--- config.mk ---
export PLATFORM = sky130hd
export DESIGN_NAME = fhcr_ctrl
export DESIGN_NICKNAME = d
export VERILOG_FILES = /design/src/rtl/fhcr_pkg.sv /design/src/rtl/fhcr_ctrl.sv
export VERILOG_INCLUDE_DIRS = /design/src /design/src/rtl
export SDC_FILE = /design/constraint.sdc
export NUM_CORES = 1
export LEC_CHECK = 0
export ABC_AREA = 0
export BUFFER_PORTS_ARGS = -buffer_cell sky130_fd_sc_hd__clkbuf_2
export CAP_MARGIN = 20
export CORE_MARGIN = 1
export CORE_UTILIZATION = 30
export DETAILED_ROUTE_END_ITERATION = 8
export HOLD_SLACK_MARGIN = 0.03
export PLACE_DENSITY = 0.52
export SLEW_MARGIN = 20
export SYNTH_ARGS = -nofsm -noshare
export SYNTH_HDL_FRONTEND = slang
export SYNTH_SLANG_ARGS = --single-unit
export TNS_END_PERCENT = 30
--- constraint.sdc ---
create_clock -name clk -period 3.5 [get_ports clk]
set_input_delay 0.7 -clock clk [delete_from_list [all_inputs] [get_ports clk]]
set_output_delay 0.7 -clock clk [all_outputs]
set_load 0.05 [all_outputs]
--- src/rtl/frame_history_concealment_ring_unit_assert.svh ---
// Assertion macros shared by the frame history ring RTL.
// Each macro expects clk and rst_n in scope; no other dependencies.
`ifndef FRAME_HISTORY_CONCEALMENT_RING_UNIT_ASSERT_SVH
`define FRAME_HISTORY_CONCEALMENT_RING_UNIT_ASSERT_SVH

// same-cycle implication
`define FHCR_ASSERT_HOLD(label, ante, cons, msg) \
    label: assert property (@(posedge clk) disable iff (!rst_n) (ante) |-> (cons)) \
        else $error(msg);

// next-cycle implication
`define FHCR_ASSERT_NEXT(label, ante, cons, msg) \
    label: assert property (@(posedge clk) disable iff (!rst_n) (ante) |=> (cons)) \
        else $error(msg);

`endif

--- src/rtl/fhcr_pkg.sv ---
// Package for the frame history concealment ring: opcodes, field widths,
// control bundle type and the duration clamp. No dependencies.
`default_nettype none

package fhcr_pkg;

    localparam int DEPTH_DEF = 64;
    localparam int HANDLE_W  = 32;
    localparam int PTS_W     = 48;
    localparam int DUR_W     = 32;
    localparam int LEN_W     = 31;
    localparam int OP_W      = 2;

    typedef enum logic [OP_W-1:0] {
        OP_RECV  = 2'd0,
        OP_FILL  = 2'd1,
        OP_CLEAR = 2'd2
    } op_t;

    typedef struct packed {
        logic wr_en;
        logic rd_en;
    } ram_ctl_t;

    function automatic logic [LEN_W-1:0] clamp_dur(input logic signed [DUR_W-1:0] d);
        logic [LEN_W-1:0] r;
        r = d[DUR_W-1] ? '0 : d[LEN_W-1:0];
        return r;
    endfunction

endpackage

`default_nettype wire

--- src/rtl/fhcr_ctrl.sv ---
// Ring pointers, fill count, concealment state and result strobes.
// Depends on fhcr_pkg and the shared assertion macro header.
`default_nettype none
`include "frame_history_concealment_ring_unit_assert.svh"

module fhcr_ctrl #(
    parameter int DEPTH = fhcr_pkg::DEPTH_DEF,
    localparam int PTR_W = $clog2(DEPTH),
    localparam int CNT_W = $clog2(DEPTH + 1)
) (
    input  wire logic                                 clk,
    input  wire logic                                 rst_n,
    input  wire logic                                 accept,
    input  wire logic [fhcr_pkg::OP_W-1:0]            opcode,
    input  wire logic signed [fhcr_pkg::DUR_W-1:0]    duration_us,
    output fhcr_pkg::ram_ctl_t                        ram_ctl,
    output logic [PTR_W-1:0]                          wr_addr,
    output logic [PTR_W-1:0]                          rd_addr,
    output logic                                      done,
    output logic                                      frame_valid,
    output logic [CNT_W-1:0]                          fill_count,
    output logic [fhcr_pkg::LEN_W-1:0]                newest_duration_us
);

    import fhcr_pkg::*;

    localparam logic [PTR_W-1:0] LAST_SLOT = PTR_W'(DEPTH - 1);
    localparam logic [CNT_W-1:0] FULL      = CNT_W'(DEPTH);

    logic [PTR_W-1:0] wp_reg, wp_next;
    logic [PTR_W-1:0] play_reg, play_next;
    logic [CNT_W-1:0] held_reg, held_next;
    logic             conceal_reg, conceal_next;
    logic [LEN_W-1:0] newest_reg, newest_next;
    logic             done_reg, done_next;
    logic             valid_reg, valid_next;

    logic [PTR_W-1:0] newest_slot;
    logic [PTR_W-1:0] cur_slot;
    logic [PTR_W-1:0] oldest_slot;
    logic [CNT_W:0]   oldest_diff;
    op_t              op;

    always_comb
    begin
        op          = op_t'(opcode);
        newest_slot = (wp_reg == '0) ? LAST_SLOT : wp_reg - 1'b1;
        cur_slot    = conceal_reg ? play_reg : newest_slot;
        oldest_diff = (CNT_W + 1)'(wp_reg) - {1'b0, held_reg};
        if (oldest_diff[CNT_W])
        begin
            oldest_diff = oldest_diff + (CNT_W + 1)'(DEPTH);
        end
        oldest_slot = oldest_diff[PTR_W-1:0];

        wp_next      = wp_reg;
        play_next    = play_reg;
        held_next    = held_reg;
        conceal_next = conceal_reg;
        newest_next  = newest_reg;
        valid_next   = 1'b0;
        done_next    = accept;
        ram_ctl      = '0;
        wr_addr      = wp_reg;
        rd_addr      = cur_slot;

        if (accept)
        begin
            case (op)
                OP_RECV:
                begin
                    ram_ctl.wr_en = 1'b1;
                    wp_next       = (wp_reg == LAST_SLOT) ? '0 : wp_reg + 1'b1;
                    held_next     = (held_reg == FULL) ? held_reg : held_reg + 1'b1;
                    conceal_next  = 1'b0;
                    play_next     = wp_reg;
                    newest_next   = clamp_dur(duration_us);
                end
                OP_FILL:
                begin
                    if (held_reg != '0)
                    begin
                        ram_ctl.rd_en = 1'b1;
                        valid_next    = 1'b1;
                        conceal_next  = 1'b1;
                        if (cur_slot != oldest_slot)
                        begin
                            play_next = (cur_slot == '0) ? LAST_SLOT : cur_slot - 1'b1;
                        end
                        else
                        begin
                            play_next = cur_slot;
                        end
                    end
                end
                OP_CLEAR:
                begin
                    wp_next      = '0;
                    play_next    = '0;
                    held_next    = '0;
                    conceal_next = 1'b0;
                    newest_next  = '0;
                end
                default:
                begin
                end
            endcase
        end
    end

    always_ff @(posedge clk or negedge rst_n)
    begin
        if (!rst_n)
        begin
            wp_reg      <= '0;
            play_reg    <= '0;
            held_reg    <= '0;
            conceal_reg <= 1'b0;
            newest_reg  <= '0;
            done_reg    <= 1'b0;
            valid_reg   <= 1'b0;
        end
        else
        begin
            wp_reg      <= wp_next;
            play_reg    <= play_next;
            held_reg    <= held_next;
            conceal_reg <= conceal_next;
            newest_reg  <= newest_next;
            done_reg    <= done_next;
            valid_reg   <= valid_next;
        end
    end

    assign done               = done_reg;
    assign frame_valid        = valid_reg;
    assign fill_count         = held_reg;
    assign newest_duration_us = newest_reg;

    `FHCR_ASSERT_HOLD(a_held_bound, 1'b1, held_reg <= FULL, "fill count above depth")
    `FHCR_ASSERT_NEXT(a_beat_done, accept, done_reg, "accepted beat gave no result")
    `FHCR_ASSERT_NEXT(a_no_spurious, !accept, !done_reg, "result without accepted beat")
    `FHCR_ASSERT_HOLD(a_valid_count, valid_reg, done_reg && held_reg != '0,
                      "replay reported with empty history")
    `FHCR_ASSERT_HOLD(a_play_range, conceal_reg, play_reg <= LAST_SLOT,
                      "play pointer out of range")

endmodule

`default_nettype wire

==> impl_metrics.toml <==
[outcome]
status = "complete, no violations"

[setup_path]
required_ns = 2.80
r2r_cells = 10
r2r_start = "wr_addr[1]"
endpoint_kind = "output pin"
path_class = "register to output pin"
crit_arrival_ns = 2.37
regToRegSetupSlack_ns = 0.47
cp_max_fo = 10
rr_endpoint = "play_reg[1]"
cp-start-kind = "register"

[power_and_ir_drop]
vdd_drop_max_mv = 0.295
p_int_mw = 1.32
p_switching_mw = 1.15
p_per_area_nw_per_um2 = 647
p_comb_share_pct = 51.7
p_leak_nw = 1.90
power_mw = 2.47
seqPwrFrac_pct = 31.4
switching_share_pct = 46.5
p_clk_share_pct = 16.9

[clocking]
path_clk_slew_ns = 0.10
hold_buffers = 0
cts_setup_buffers = 0
cts_buffers = 5
cts-root-buf = "clkbuf_8"
cts_sinks = 53
htree_levels = 2
clk_latency_ns = 0.30
cts_tree = "done"
clockBufferDepth = 2
cts_resized = 0

[logic_synthesis]
syn_inst = 362
postSynthAreaPerCell_um2 = 8.59
seq_area_frac_synth_pct = 42.7
synthesis.area_um2 = 3110
async_flop_share_pct = 100
synth_edf_count = 0
synth_flop_cell = "dfrtp_1"
ys_ff_latch = 53
synth_fp_nets = 414
yosys_warnings = 0
netlist-cell-type-count = 52

[drt]
drcViolationCount = 0
wl_per_cell_um = 13.7
routed_wl_mm = 7.99
routed_via_density = 4.70
first_pass_iters = 6
initialDrtViolationCount = 96
vias = 2738
antenna_left = 0

[final_layout]
multiInputGateArea_um2 = 1630
area_growth_pct = 22.7
largest_reg_flops = 31
layout.cells.most_common_list = "clkbuf_2 (90), nand2_1 (82), o21ai_0 (54)"
fillers = 1064
layout_commonest_cell = "clkbuf_2"
fin_nets = 501
diodes = 0
seq_area_um2 = 1330
drive_above_1_share_pct = 27.4

[floorplanning]
io_pins = 91
dieArea_um2 = 10800
die_h_um = 104
start_util_pct = 31.4
rows = 36
die_x_um = 104
core_region_area_um2 = 9910

[place]
numPortBuffers = 90
hpwl_mm = 6.15
gp_congestion = 0.819

[sta]
whs_ns = 0.439
period_share_pct = 87.8
drv_slew = 0
setup_viol = 0
rsz0062_at_grt = "no"
post-route-min-period_ns = 3.07
worst_slew_pin_slew_ns = 0.743
skew_ns = 0.00627
final_hold_viol_count = 0
tns_ns = 0
relSlewSlack_pct = 50.5
fmax_mhz = 325

[global_route]
grt_max_degree = 50
grt_pass1_wl_mm = 13.9
grtUsageTotal_pct = 15.8
grt_overflow_total = 0
antenna_found_initial = 0
grt_pass1_vias = 2808

[run]
drv_cap = 0

[min_path]
hold_class = "input pin to async pin"
[worst max-delay path, stage by stage (launching register included)]
cell      delay, ns
dfrtp_1        0.52
inv_1          0.17
ha_1           0.21
nor3b_1        0.26
xnor2_1        0.18
a21oi_1        0.12
nor2_1         0.30
inv_1          0.08
clkbuf_2       0.24
[how the worst max path moves through the flow]
stage / from / endpoint / slack (ns) / cells after the start
6_report: wr_addr[1] / rd_addr[4] / 0.43 / 8
5_1_grt: wr_addr[1] / rd_addr[4] / 0.19 / 8
4_1_cts: wr_addr[1] / rd_addr[4] / 0.41 / 8
3_5_place_dp: wr_addr[1] / play_reg[1] / 0.51 / 10
3_3_place_gp: wr_addr[0] / play_reg[1] / 0.62 / 12
2_1_floorplan: wr_addr[0] / play_reg[1] / 0.42 / 12
[stage by stage]
| step | utilization, % | area, um^2 | worst slack (ns) | cells |
|---|---|---|---|---|
| global placement | 37.4 | 3710 | 0.616 | 575 |
| CTS | 38.5 | 3820 | 0.406 | 582 |
| finish | 38.5 | 3820 | 0.428 | 582 |
| detailed placement | 37.4 | 3710 | 0.514 | 575 |
| global route | 38.5 | 3820 | 0.188 | 582 |
| floorplan | - | 3110 | 0.417 | 362 |
[cell usage after synthesis (2+ instances only)]
cell type / number / area, um^2
a21oi_1: 12 / 60.1
a221o_1: 3 / 30.0
a31oi_1: 4 / 25.0
and2_1: 2 / 12.5
and3_1: 5 / 31.3
and3_2: 3 / 22.5
buf_2: 4 / 20.0
buf_6: 2 / 22.5
clkbuf_1: 11 / 41.3
dfrtp_1: 53 / 1330
ha_1: 14 / 175
inv_1: 19 / 71.3
mux2i_1: 5 / 50.1
nand2_1: 82 / 308
nand2b_1: 4 / 25.0
nand3_1: 4 / 20.0
nor2_1: 23 / 86.3
nor2b_1: 2 / 12.5
nor3_1: 5 / 25.0
nor3b_1: 2 / 15.0
o211ai_1: 2 / 15.0
o21ai_0: 55 / 275
o31a_1: 2 / 17.5
o31ai_1: 3 / 22.5
xnor2_1: 11 / 96.3
xor2_1: 4 / 35.0
[power by group through the flow]
stage / Combinational, mW / Sequential (mW) / Clock (mW)
detailed placement: 1.29 / 0.785 / 0
global route: 1.39 / 0.789 / 0.458
floorplan: 0.770 / 0.999 / 0
CTS: 1.29 / 0.774 / 0.441
global placement: 1.27 / 0.785 / 0
finish: 1.28 / 0.774 / 0.418
[routing by layer]
metal  global-route usage (%)  part of all wire, %
met5                        0                    0
met4                     2.45                 0.41
met3                     4.59                  6.8
met2                     25.5                   44
met1                     21.3                   49
[cell type report]
type	instances	share of cell area [%]
Tap cell	133	4.36
Inverter	20	1.97
Clock inverter	2	1.02
Multi-Input combinational cell	271	42.7
Clock buffer	5	1.80
Timing Repair Buffer	98	13.4
Sequential cell	53	34.8
[cell families after synthesis]
| kind of cell | share of synthesized area (%) |
|---|---|
| adder cells (fa/ha/maj) | 6.28 |
| AO/OA/AOI/OAI | 18.8 |
| XOR/XNOR | 4.23 |
| AND/OR/NAND/NOR | 21.0 |
| flip-flops | 42.7 |
| buffers and inverters | 5.35 |
| multiplexers | 1.61 |
(Power assumes the default switching activity.)
