==> config.mk <==
export PLATFORM = sky130hd
export DESIGN_NAME = fhcr_ram
export DESIGN_NICKNAME = d
export VERILOG_FILES = /design/src/rtl/frame_history_concealment_ring_unit_assert.svh /design/src/rtl/fhcr_ram.sv
export SDC_FILE = /design/constraint.sdc
export NUM_CORES = 1
export LEC_CHECK = 0
export BUFFER_PORTS_ARGS = -buffer_cell sky130_fd_sc_hd__buf_2
export CAP_MARGIN = 20
export CORE_UTILIZATION = 30
export DETAILED_ROUTE_END_ITERATION = 6
export GPL_ROUTABILITY_DRIVEN = 0
export PLACE_DENSITY_LB_ADDON = 0.3
export SYNTH_ARGS = -nofsm -noshare
export SYNTH_HDL_FRONTEND = slang
export SYNTH_SLANG_ARGS = --single-unit
==> constraint.sdc <==
create_clock -name clk -period 1.9 [get_ports clk]
set_input_delay 0.285 -clock clk [delete_from_list [all_inputs] [get_ports clk]]
set_output_delay 0.285 -clock clk [all_outputs]
set_load 0.02 [all_outputs]
==> src/rtl/frame_history_concealment_ring_unit_assert.svh <==
// Assertion macros shared by the frame history ring RTL.
// Each macro expects clk and rst_n in scope; no other dependencies.
`ifndef FRAME_HISTORY_CONCEALMENT_RING_UNIT_ASSERT_SVH
`define FRAME_HISTORY_CONCEALMENT_RING_UNIT_ASSERT_SVH

// same-cycle implication
`define FHCR_ASSERT_HOLD(label, ante, cons, msg) \
    label: assert property (@(posedge clk) disable iff (!rst_n) (ante) |-> (cons)) \
        else $error(msg);

// next-cycle implication
`define FHCR_ASSERT_NEXT(label, ante, cons, msg) \
    label: assert property (@(posedge clk) disable iff (!rst_n) (ante) |=> (cons)) \
        else $error(msg);

`endif

==> src/rtl/fhcr_ram.sv <==
// Generic single-write, single-read RAM with registered read data.
// Depends on nothing.
`default_nettype none

module fhcr_ram #(
    parameter int WIDTH = 8,
    parameter int DEPTH = 64,
    localparam int ADDR_W = (DEPTH > 1) ? $clog2(DEPTH) : 1
) (
    input  wire logic              clk,
    input  wire logic              we,
    input  wire logic [ADDR_W-1:0] waddr,
    input  wire logic [WIDTH-1:0]  wdata,
    input  wire logic              re,
    input  wire logic [ADDR_W-1:0] raddr,
    output logic      [WIDTH-1:0]  rdata
);

    logic [WIDTH-1:0] mem [DEPTH];

    always_ff @(posedge clk)
    begin
        if (we)
        begin
            mem[waddr] <= wdata;
        end
        if (re)
        begin
            rdata <= mem[raddr];
        end
    end

endmodule

`default_nettype wire

==> impl_metrics.json, run 1 <==
{
  "fin_nets": 1164,
  "synth_top_area_share_pct": 77.12,
  "antenna_left": 0,
  "cp.depth": 6,
  "port-buffer-count": 30,
  "clk_root_buffer_cell": "clkbuf_16",
  "r2r-start": "mem[29][6]$_DFFE_PP_",
  "clk_latency_ns": 0.60,
  "antenna_cells": 0,
  "critPathTopFamily": "multiplexers",
  "critPathMaxFanout": 1,
  "die_w_um": 261.8,
  "dieArea_um2": 68530,
  "drive_above_1_share_pct": 36.18,
  "wl_per_cell_um": 23.72,
  "crit_required_ns": 2.23,
  "postRouteWirelength_um": 48550,
  "grt_pass1_wl_um": 71840,
  "start_util_pct": 30.58,
  "violations": "setup timing",
  "ys.flop_type": "edfxtp_1",
  "viasPerCell": 4.865,
  "fin_area_um2": 24410,
  "crit_path_max_incr_delay_ns": 0.49,
  "min_to": "rdata[0]$_DFFE_PP_",
  "rsz0062_at_grt": "yes",
  "route.detailed.drc": 0,
  "timing.setup.tns_ns": -0.2431,
  "seq_area_frac_synth_pct": 77.12,
  "cap_viol_max_count": 0,
  "grt_start_max_net_pins": 65,
  "worstPathArrival_ns": 2.34,
  "drt-initial-drc-count": 744,
  "fill_cells": 6025,
  "status": "finished with violations",
  "reg2reg_depth": 6,
  "cts.sinks": 520,
  "hold_viol": 0,
  "slew-limit-headroom_pct": 48.08,
  "cts.reportedPaths.clkPinSlew_ns": 0.06,
  "period_share_pct": 105.6,
  "core_area_um2": 66220,
  "cts-htree-levels": 2,
  "async_flop_share_pct": 0,
  "report.final.slew_viol_count": 0,
  "cp-end-kind": "flop",
  "critical_path_class": "reg2reg",
  "final-setup-viol-count": 3,
  "drtPass1Iterations": 5,
  "finalPower_mw": 24.08,
  "row_count": 94,
  "max_freq_mhz": 498.5,
  "cts_tree": "yes",
  "synth-edff-count": 520,
  "p_per_area_nw_per_um2": 986.4,
  "finClkSkew_ns": 0.02000,
  "path_buf_inv": 1,
  "synth-seq-cells": 520,
  "hold_depth": 1,
  "postCtsSetupBuffers": 0,
  "synthCells": 940,
  "reg2reg_slack_ns": -0.11,
  "fin_crit_ns": 2.006,
  "antenna_found_initial": 4,
  "ir_drop_mv": 0.6642,
  "fin_util_pct": 36.87,
  "ys_types": 39,
  "synth_most_common_cell": "edfxtp_1",
  "reg2reg_to": "rdata[6]$_DFFE_PP_",
  "grt_pass1_vias": 10360,
  "min_path_type": "in2reg",
  "area_delta_synth_final_pct": 20.57,
  "start_kind": "flop",
  "setup_slack_ns": -0.1060,
  "clock_path_buffers": 3,
  "cp_slowest_cell": "mux4_2",
  "hp-start": "re",
  "gr-total-overflow": 0,
  "leakagePower_nw": 7.876,
  "synth_common_cells": "edfxtp_1 (520), mux4_2 (126), nor2_1 (83), mux2i_1 (23), nand2_1 (19)",
  "dp_hpwl_um": 31170,
  "die_y_um": 261.8,
  "dpl_cell_area_um2": 22600,
  "stdcell_count": 2047,
  "yosysWarnings": 0,
  "grt_usage_pct": 14.58,
  "path_cells": "mux4_2, mux2_4, o221a_4, nor3_4, buf_6, o32ai_2",
  "via_count": 9959,
  "synth_area_leaders": "edfxtp_1 (77%), mux4_2 (14%), nor2_1 (1.5%)",
  "worstMarginPinSlew_ns": 0.7788,
  "netlist_area_um2": 20250,
  "syn_area_per_cell_um2": 21.54,
  "synth_area_leader_cell": "edfxtp_1",
  "syn_nets": 963,
  "io_pins": 31,
  "dp.cells": 1950,
  "cts_made_buffers": 52
}
## sequential cells by signal (all words and copies together), names as in the netlist
signal / flops
rdata: 8
mem: 512
## stage by stage
| stage | setup slack [ns] | hold WS, ns |
|---|---|---|
| floorplan | -0.07029 | 0.3839 |
| global placement | -0.7481 | 0.6663 |
| detailed placement | -0.7334 | 0.6663 |
| CTS | -0.1113 | 0.02297 |
| global route | -0.1798 | 0.03356 |
| finish | -0.1060 | 0.06107 |
## placed cells by master (no fill, tap or decap), drive strengths merged
| master | instances |
|---|---|
| a2111oi | 2 |
| a211oi | 4 |
| a21oi | 3 |
| a221oi | 6 |
| a22oi | 3 |
| a31oi | 1 |
| and2 | 1 |
| buf | 197 |
| bufinv | 4 |
| clkbuf | 61 |
| clkinv | 31 |
| edfxtp | 520 |
| inv | 1 |
| mux2 | 13 |
| mux2i | 23 |
| mux4 | 126 |
| nand2 | 19 |
| nand2b | 7 |
| nand3 | 13 |
| nand3b | 3 |
| nand4 | 2 |
| nand4b | 1 |
| nor2 | 83 |
| nor2b | 14 |
| nor3 | 7 |
| nor4 | 2 |
| o2111ai | 3 |
| o21a | 2 |
| o21ai | 4 |
| o221a | 2 |
| o221ai | 8 |
| o22ai | 8 |
| o2bb2ai | 3 |
| o311ai | 1 |
| o32ai | 2 |
| o41ai | 2 |
| or3 | 1 |
## repair_timing
| action | CTS | global route |
|---|---|---|
| pin swaps | 5 | 4 |
| hold buffers | 0 | 0 |
| endpoints found under the setup margin | 8 | 8 |
| endpoints found under the hold margin | 0 | 0 |
| resized for setup | 23 | 7 |
## routing by layer
metal	track usage (%)	routed length, um
met5	0	59
met2	23.47	23240
met4	4.474	1237
met3	3.453	2896
met1	19.55	21110
## how the worst max path moves through the flow
stage	startpoint	endpoint	slack (ns)
6_report	mem[29][6]$_DFFE_PP_	rdata[6]$_DFFE_PP_	-0.11
5_1_grt	mem[16][6]$_DFFE_PP_	rdata[6]$_DFFE_PP_	-0.18
4_1_cts	mem[16][6]$_DFFE_PP_	rdata[6]$_DFFE_PP_	-0.11
3_5_place_dp	raddr[0]	rdata[7]$_DFFE_PP_	-0.73
3_3_place_gp	raddr[0]	rdata[0]$_DFFE_PP_	-0.75
2_1_floorplan	raddr[0]	rdata[7]$_DFFE_PP_	-0.07
## power breakdown
group / switching, mW / total [mW] / internal (mW) / leakage (nW)
Clock: 4.27 / 9.91 / 5.63 / 0.814
Sequential: 0.0360 / 12.8 / 12.7 / 4.69
Combinational: 0.819 / 1.41 / 0.595 / 2.38
Total: 5.13 / 24.1 / 19.0 / 7.88
## logic make-up (layout without fill, tap and decap cells)
kind of cell           count (synthesis)  count (layout)  synth area share, %
buffers and inverters                 51             294                1.563
AND/OR/NAND/NOR                      153             153                3.374
AO/OA/AOI/OAI                         54              54                2.064
flip-flops                           520             520                77.12
multiplexers                         162             162                15.88
## layout make-up
type                    count  area [um^2]  area share (%)
clock buffers              60         1353           5.541
clock inverters            36        280.3           1.148
multi-input cells         369         4458           18.26
flip-flops and latches    520        15620           63.97
well taps                 864         1081           4.429
repair buffers            198         1624           6.653
Note: power is estimated with default switching activity, not from simulation.
==> run 2, diff against run 1 <==
Settings changed: GPL_TIMING_DRIVEN set to 0.
==> run 2 against run 1 <==
Effect of this change:
- the flow still finishes with violations (setup timing)
- sequential share of layout area grew 2.3 points
- cell count shrank 5.7%
- combinational power is essentially flat
- critical endpoint is now rdata[2]$_DFFE_PP_
- highest routed layer unchanged
==> impl_metrics.json, run 2 (synthesized netlist as in run 1, its figures left out) <==
{
  "wl_per_cell_um": 26.41,
  "start_kind": "flop",
  "reg_top3": "mem x512, rdata x8",
  "fin_util_pct": 35.60,
  "hold_viol": 0,
  "grt_pass1_wl_um": 73050,
  "leakagePower_nw": 7.158,
  "gr-total-overflow": 0,
  "drtPass1Iterations": 5,
  "max_freq_mhz": 474.8,
  "io_pins": 31,
  "clk_latency_ns": 0.59,
  "rsz0062_at_grt": "yes",
  "regMostFlops": "mem",
  "cts_made_buffers": 52,
  "grt_usage_pct": 15.14,
  "hold_ws_ns": 0.02893,
  "antenna_cells": 0,
  "final-setup-viol-count": 16,
  "viasPerCell": 5.120,
  "clock_path_buffers": 3,
  "setup_slack_ns": -0.2060,
  "die_y_um": 261.8,
  "final_common_cell": "edfxtp_1",
  "status": "finished with violations",
  "cts.sinks": 520,
  "clk_root_buffer_cell": "clkbuf_16",
  "dp_hpwl_um": 33450,
  "route.detailed.drc": 0,
  "start_util_pct": 30.58,
  "postCtsSetupBuffers": 0,
  "grt_pass1_vias": 10000,
  "antenna_found_initial": 4,
  "report.final.slew_viol_count": 0,
  "cts_hold_buf": 0,
  "port-buffer-count": 22,
  "via_count": 9881,
  "drt-initial-drc-count": 912,
  "critical_path_class": "reg2reg",
  "worstMarginPinSlew_ns": 0.9414,
  "slew-limit-headroom_pct": 37.24,
  "die_w_um": 261.8,
  "antenna_left": 0,
  "worstPathArrival_ns": 2.42,
  "finClkSkew_ns": 0.01301,
  "dieArea_um2": 68530,
  "drive_above_1_share_pct": 32.36,
  "period_share_pct": 110.8,
  "row_count": 94,
  "core_area_um2": 66220,
  "area_delta_synth_final_pct": 16.41,
  "violations": "setup timing",
  "min_path_type": "in2reg",
  "fin_crit_ns": 2.106,
  "ir_drop_mv": 0.6798,
  "cap_viol_max_count": 0,
  "timing.setup.tns_ns": -1.276,
  "cp-end-kind": "flop",
  "grt_start_max_net_pins": 65,
  "cts-htree-levels": 2,
  "postRouteWirelength_um": 50970,
  "largest_reg_flops": 512,
  "cts.reportedPaths.clkPinSlew_ns": 0.06,
  "cts_tree": "yes",
  "critPathMaxFanout": 1,
  "fin_nets": 1049,
  "p_per_area_nw_per_um2": 1015,
  "crit_required_ns": 2.21,
  "final_cell_mix": "edfxtp_1 (520), mux4_2 (126), clkbuf_16 (53)"
}
[run 2: cell count changes in the layout (fill, tap and decap cells not counted), moves of 3 or more]
cell,previous run,this run
clkinv_2,15,4
buf_6,3,6
clkinv_1,15,11
nor2_1,82,30
buf_12,15,11
buf_4,152,17
clkbuf_2,0,7
clkbuf_1,7,31
nor2_4,0,3
buf_8,0,3
nor2_2,1,50
a221oi_1,3,6
[run 2: critical path: stages (launching register included)]
cell and delay, ns:
edfxtp_1 0.36, mux4_2 0.53, mux4_2 0.55, nor2_2 0.13, nor3_1 0.07, o2bb2ai_2 0.19
[run 2: through the flow]
stage / power, mW / cell area (um^2) / worst slack, ns / instances
5_1_grt: 24.57 / 23570 / -0.2228 / 1930
3_5_place_dp: 14.32 / 21590 / -1.488 / 1833
4_1_cts: 24.09 / 23380 / -0.1931 / 1927
2_1_floorplan: 13.69 / 20280 / -0.07029 / 940
3_3_place_gp: 14.28 / 21470 / -1.531 / 1826
6_report: 23.93 / 23570 / -0.2060 / 1930
[run 2: cell type report]
type | instances | area [um^2]
multi-input combinational | 369 | 4623
buffer | 51 | 392.9
sequential | 520 | 15620
fill | 6089 | 42650
timing repair buffer | 32 | 285.3
tap | 864 | 1081
clock inverter | 20 | 167.7
clock buffer | 74 | 1405
[run 2: where the power goes]
group	internal, mW	switching [mW]
sequential	12.7	0.0187
combinational	0.524	0.908
clock	5.53	4.23
[run 2: path summary, 6_finish.rpt]
kind	startpoint	endpoint	slack, ns	depth (start not counted)
max reg2reg	mem[11][2]$_DFFE_PP_	rdata[2]$_DFFE_PP_	-0.21	5
min	re	rdata[7]$_DFFE_PP_	0.03	1
min reg2reg	mem[22][0]$_DFFE_PP_	rdata[0]$_DFFE_PP_	1.03	4
max	mem[11][2]$_DFFE_PP_	rdata[2]$_DFFE_PP_	-0.21	5
[run 2: repair_timing]
item / CTS / global route
pin swaps: 4 / 1
endpoints found under the setup margin: 114 / 250
resized for setup: 56 / 51
[run 2: layer usage]
layer	wire, um	vias to the layer above	global-route usage, %	part of all wire (%)
li1	-	4124	-	-
met1	21760	5323	20.49	43
met2	24210	349	24.33	48
met3	3691	77	3.588	7.2
met5	51	-	0	0.10
met4	1253	8	4.264	2.5
==> run 3, diff against run 2 <==
Settings changed: ABC_CLOCK_PERIOD_IN_PS set to 1800, CORE_ASPECT_RATIO set to 1.1.
Clock period 1.9 ns to 1.8 ns, I/O delays scaled along.
==> run 3 against run 2 <==
Effect of this change:
- the run still ends with setup timing left
- die area is essentially flat
- largest power group unchanged
- register-to-register slack lost 0.14 ns
- critical path depth unchanged
- via count is 0.26% lower
- worst hold slack better by 0.024 ns
- critical path type unchanged
- clock-buffer cell count shrank 10
- sequential cell count is the same
==> impl_metrics.json, run 3 (synthesized netlist as in run 1, its figures left out) <==
{
  "seq_area_um2": 15620,
  "dpl_cell_area_um2": 21600,
  "cp_common_cell": "mux4_2",
  "postRouteWirelength_um": 51370,
  "p_int_mw": 20.29,
  "dieArea_um2": 68530,
  "critical_path_class": "reg2reg",
  "grt_pass1_wl_um": 73650,
  "p_per_area_nw_per_um2": 1085,
  "final-setup-viol-count": 11,
  "multi_input_area_um2": 4776,
  "setup_slack_ns": -0.3456,
  "rsz0062_at_grt": "yes",
  "slew-limit-headroom_pct": 39.08,
  "r2r-start": "mem[3][2]$_DFFE_PP_",
  "fin_crit_ns": 2.146,
  "fin_area_um2": 23910,
  "ir_drop_mv": 0.6424,
  "leakagePower_nw": 7.264,
  "pre_cts_ws_ns": -1.678,
  "regMostFlops": "mem",
  "dp_hpwl_um": 33400,
  "route.detailed.drc": 0,
  "start_util_pct": 30.44,
  "timing.setup.tns_ns": -2.200,
  "cts_tree": "yes",
  "path_cells": "mux4_2, mux4_2, nor2_4, nor3_2, o2bb2ai_2",
  "pwr-share-comb_pct": 5.9,
  "status": "finished with violations",
  "reg2reg_to": "rdata[2]$_DFFE_PP_",
  "cp.depth": 5,
  "antenna_cells": 0,
  "violations": "setup timing",
  "gr-total-overflow": 0,
  "worstPathArrival_ns": 2.46,
  "via_count": 9855,
  "report.final.slew_viol_count": 0,
  "cp_slowest_cell": "mux4_2",
  "io_pins": 31,
  "cts-htree-levels": 2,
  "reg2reg_depth": 5,
  "wl_per_cell_um": 26.56,
  "hp-start": "wdata[7]",
  "drive_above_1_share_pct": 34.85,
  "finalPower_mw": 25.93,
  "switching_share_pct": 21.76,
  "die_y_um": 274.5,
  "min_to": "mem[36][7]$_DFFE_PP_",
  "final_cell_mix": "edfxtp_1 (520), mux4_2 (126), clkbuf_16 (55)",
  "drt-initial-drc-count": 910,
  "critPathTopFamily": "multiplexers",
  "clk_latency_ns": 0.62,
  "row_count": 99,
  "path_buf_inv": 0,
  "cts.reportedPaths.clkPinSlew_ns": 0.06,
  "max_freq_mhz": 466.1,
  "grt_pass1_vias": 10170,
  "hold_depth": 1,
  "grt_usage_pct": 15.09,
  "core_area_um2": 66520,
  "viasPerCell": 5.096,
  "final_common_cell": "edfxtp_1",
  "period_share_pct": 119.2,
  "clk_root_buffer_cell": "clkbuf_16",
  "area_delta_synth_final_pct": 18.08,
  "fill_cells": 6038,
  "clockPowerShare_pct": 42.2,
  "fin_nets": 1056,
  "crit_path_max_incr_delay_ns": 0.56,
  "cts_made_buffers": 55,
  "critPathMaxFanout": 1,
  "worstMarginPinSlew_ns": 0.9105,
  "cts.sinks": 520,
  "grt_start_max_net_pins": 65,
  "cap_viol_max_count": 0,
  "die_w_um": 249.7,
  "p_seq_share_pct": 51.9,
  "finClkSkew_ns": 0.02646,
  "cp-end-kind": "flop",
  "start_kind": "flop",
  "reg2reg_slack_ns": -0.35,
  "port-buffer-count": 22,
  "hold_viol": 0,
  "min_path_type": "in2reg",
  "crit_required_ns": 2.12,
  "p_switching_mw": 5.641,
  "drtPass1Iterations": 5,
  "clock_path_buffers": 3,
  "antenna_left": 0,
  "reg_top3": "mem x512, rdata x8",
  "antenna_found_initial": 4,
  "largest_reg_flops": 512
}
==> run 3: cell count changes in the layout (fill, tap and decap cells not counted), sizes merged <==
cell / delta
clkinv: +11
clkbuf: -10
buf: +2
bufinv: +2
inv: +2
clkdlybuf4s15: +1
clkinvlp: +1
dlygate4sd3: +1
==> run 3: area by class of cell <==
type | count | share of cell area (%)
Buffer | 51 | 1.654
Clock buffer | 64 | 5.898
Clock inverter | 36 | 1.287
Multi-Input combinational cell | 369 | 19.98
Sequential cell | 520 | 65.31
Tap cell | 858 | 4.490
Timing Repair Buffer | 36 | 1.382
==> run 3: layer usage <==
metal | global-route usage (%) | share of wire, % | vias up
li1 | - | - | 4144
met4 | 5.052 | 2.4 | 4
met2 | 25.03 | 49 | 324
met1 | 20.09 | 42 | 5307
met5 | 0 | 0.045 | -
met3 | 2.582 | 6.1 | 76
==> run 3: repair_timing <==
action	in CTS	in global routing
buffers inserted	0	3
endpoints found under the hold margin	8	0
hold buffers	1	0
setup endpoints to repair	243	296
pin swaps	3	4
gates resized for setup	99	37
==> run 3: how the worst max path moves through the flow <==
| stage | start | to | slack [ns] |
|---|---|---|---|
| finish | mem[3][2]$_DFFE_PP_ | rdata[2]$_DFFE_PP_ | -0.35 |
| global route | mem[3][2]$_DFFE_PP_ | rdata[2]$_DFFE_PP_ | -0.37 |
| CTS | mem[3][2]$_DFFE_PP_ | rdata[2]$_DFFE_PP_ | -0.33 |
| detailed placement | raddr[2] | rdata[5]$_DFFE_PP_ | -1.68 |
| global placement | raddr[2] | rdata[3]$_DFFE_PP_ | -1.58 |
| floorplan | raddr[0] | rdata[7]$_DFFE_PP_ | -0.16 |
==> run 3: per-stage QoR <==
stage | std cells | utilization (%) | hold WS (ns)
after floorplan | 940 | - | 0.3689
after global placement | 1820 | 32.27 | 0.5999
after detailed placement | 1828 | 32.47 | 0.6164
after CTS | 1929 | 35.62 | 0.06574
after global routing | 1934 | 35.94 | 0.04347
final | 1934 | 35.94 | 0.05271
==> run 3: power groups by stage <==
stage          sequential [mW]  clock [mW]  combinational (mW)
2_1_floorplan             13.7           0               0.724
3_3_place_gp              13.7           0                1.36
3_5_place_dp              13.7           0                1.41
4_1_cts                   13.5        11.2                1.51
5_1_grt                   13.4        11.6                1.61
6_report                  13.4        10.9                1.53
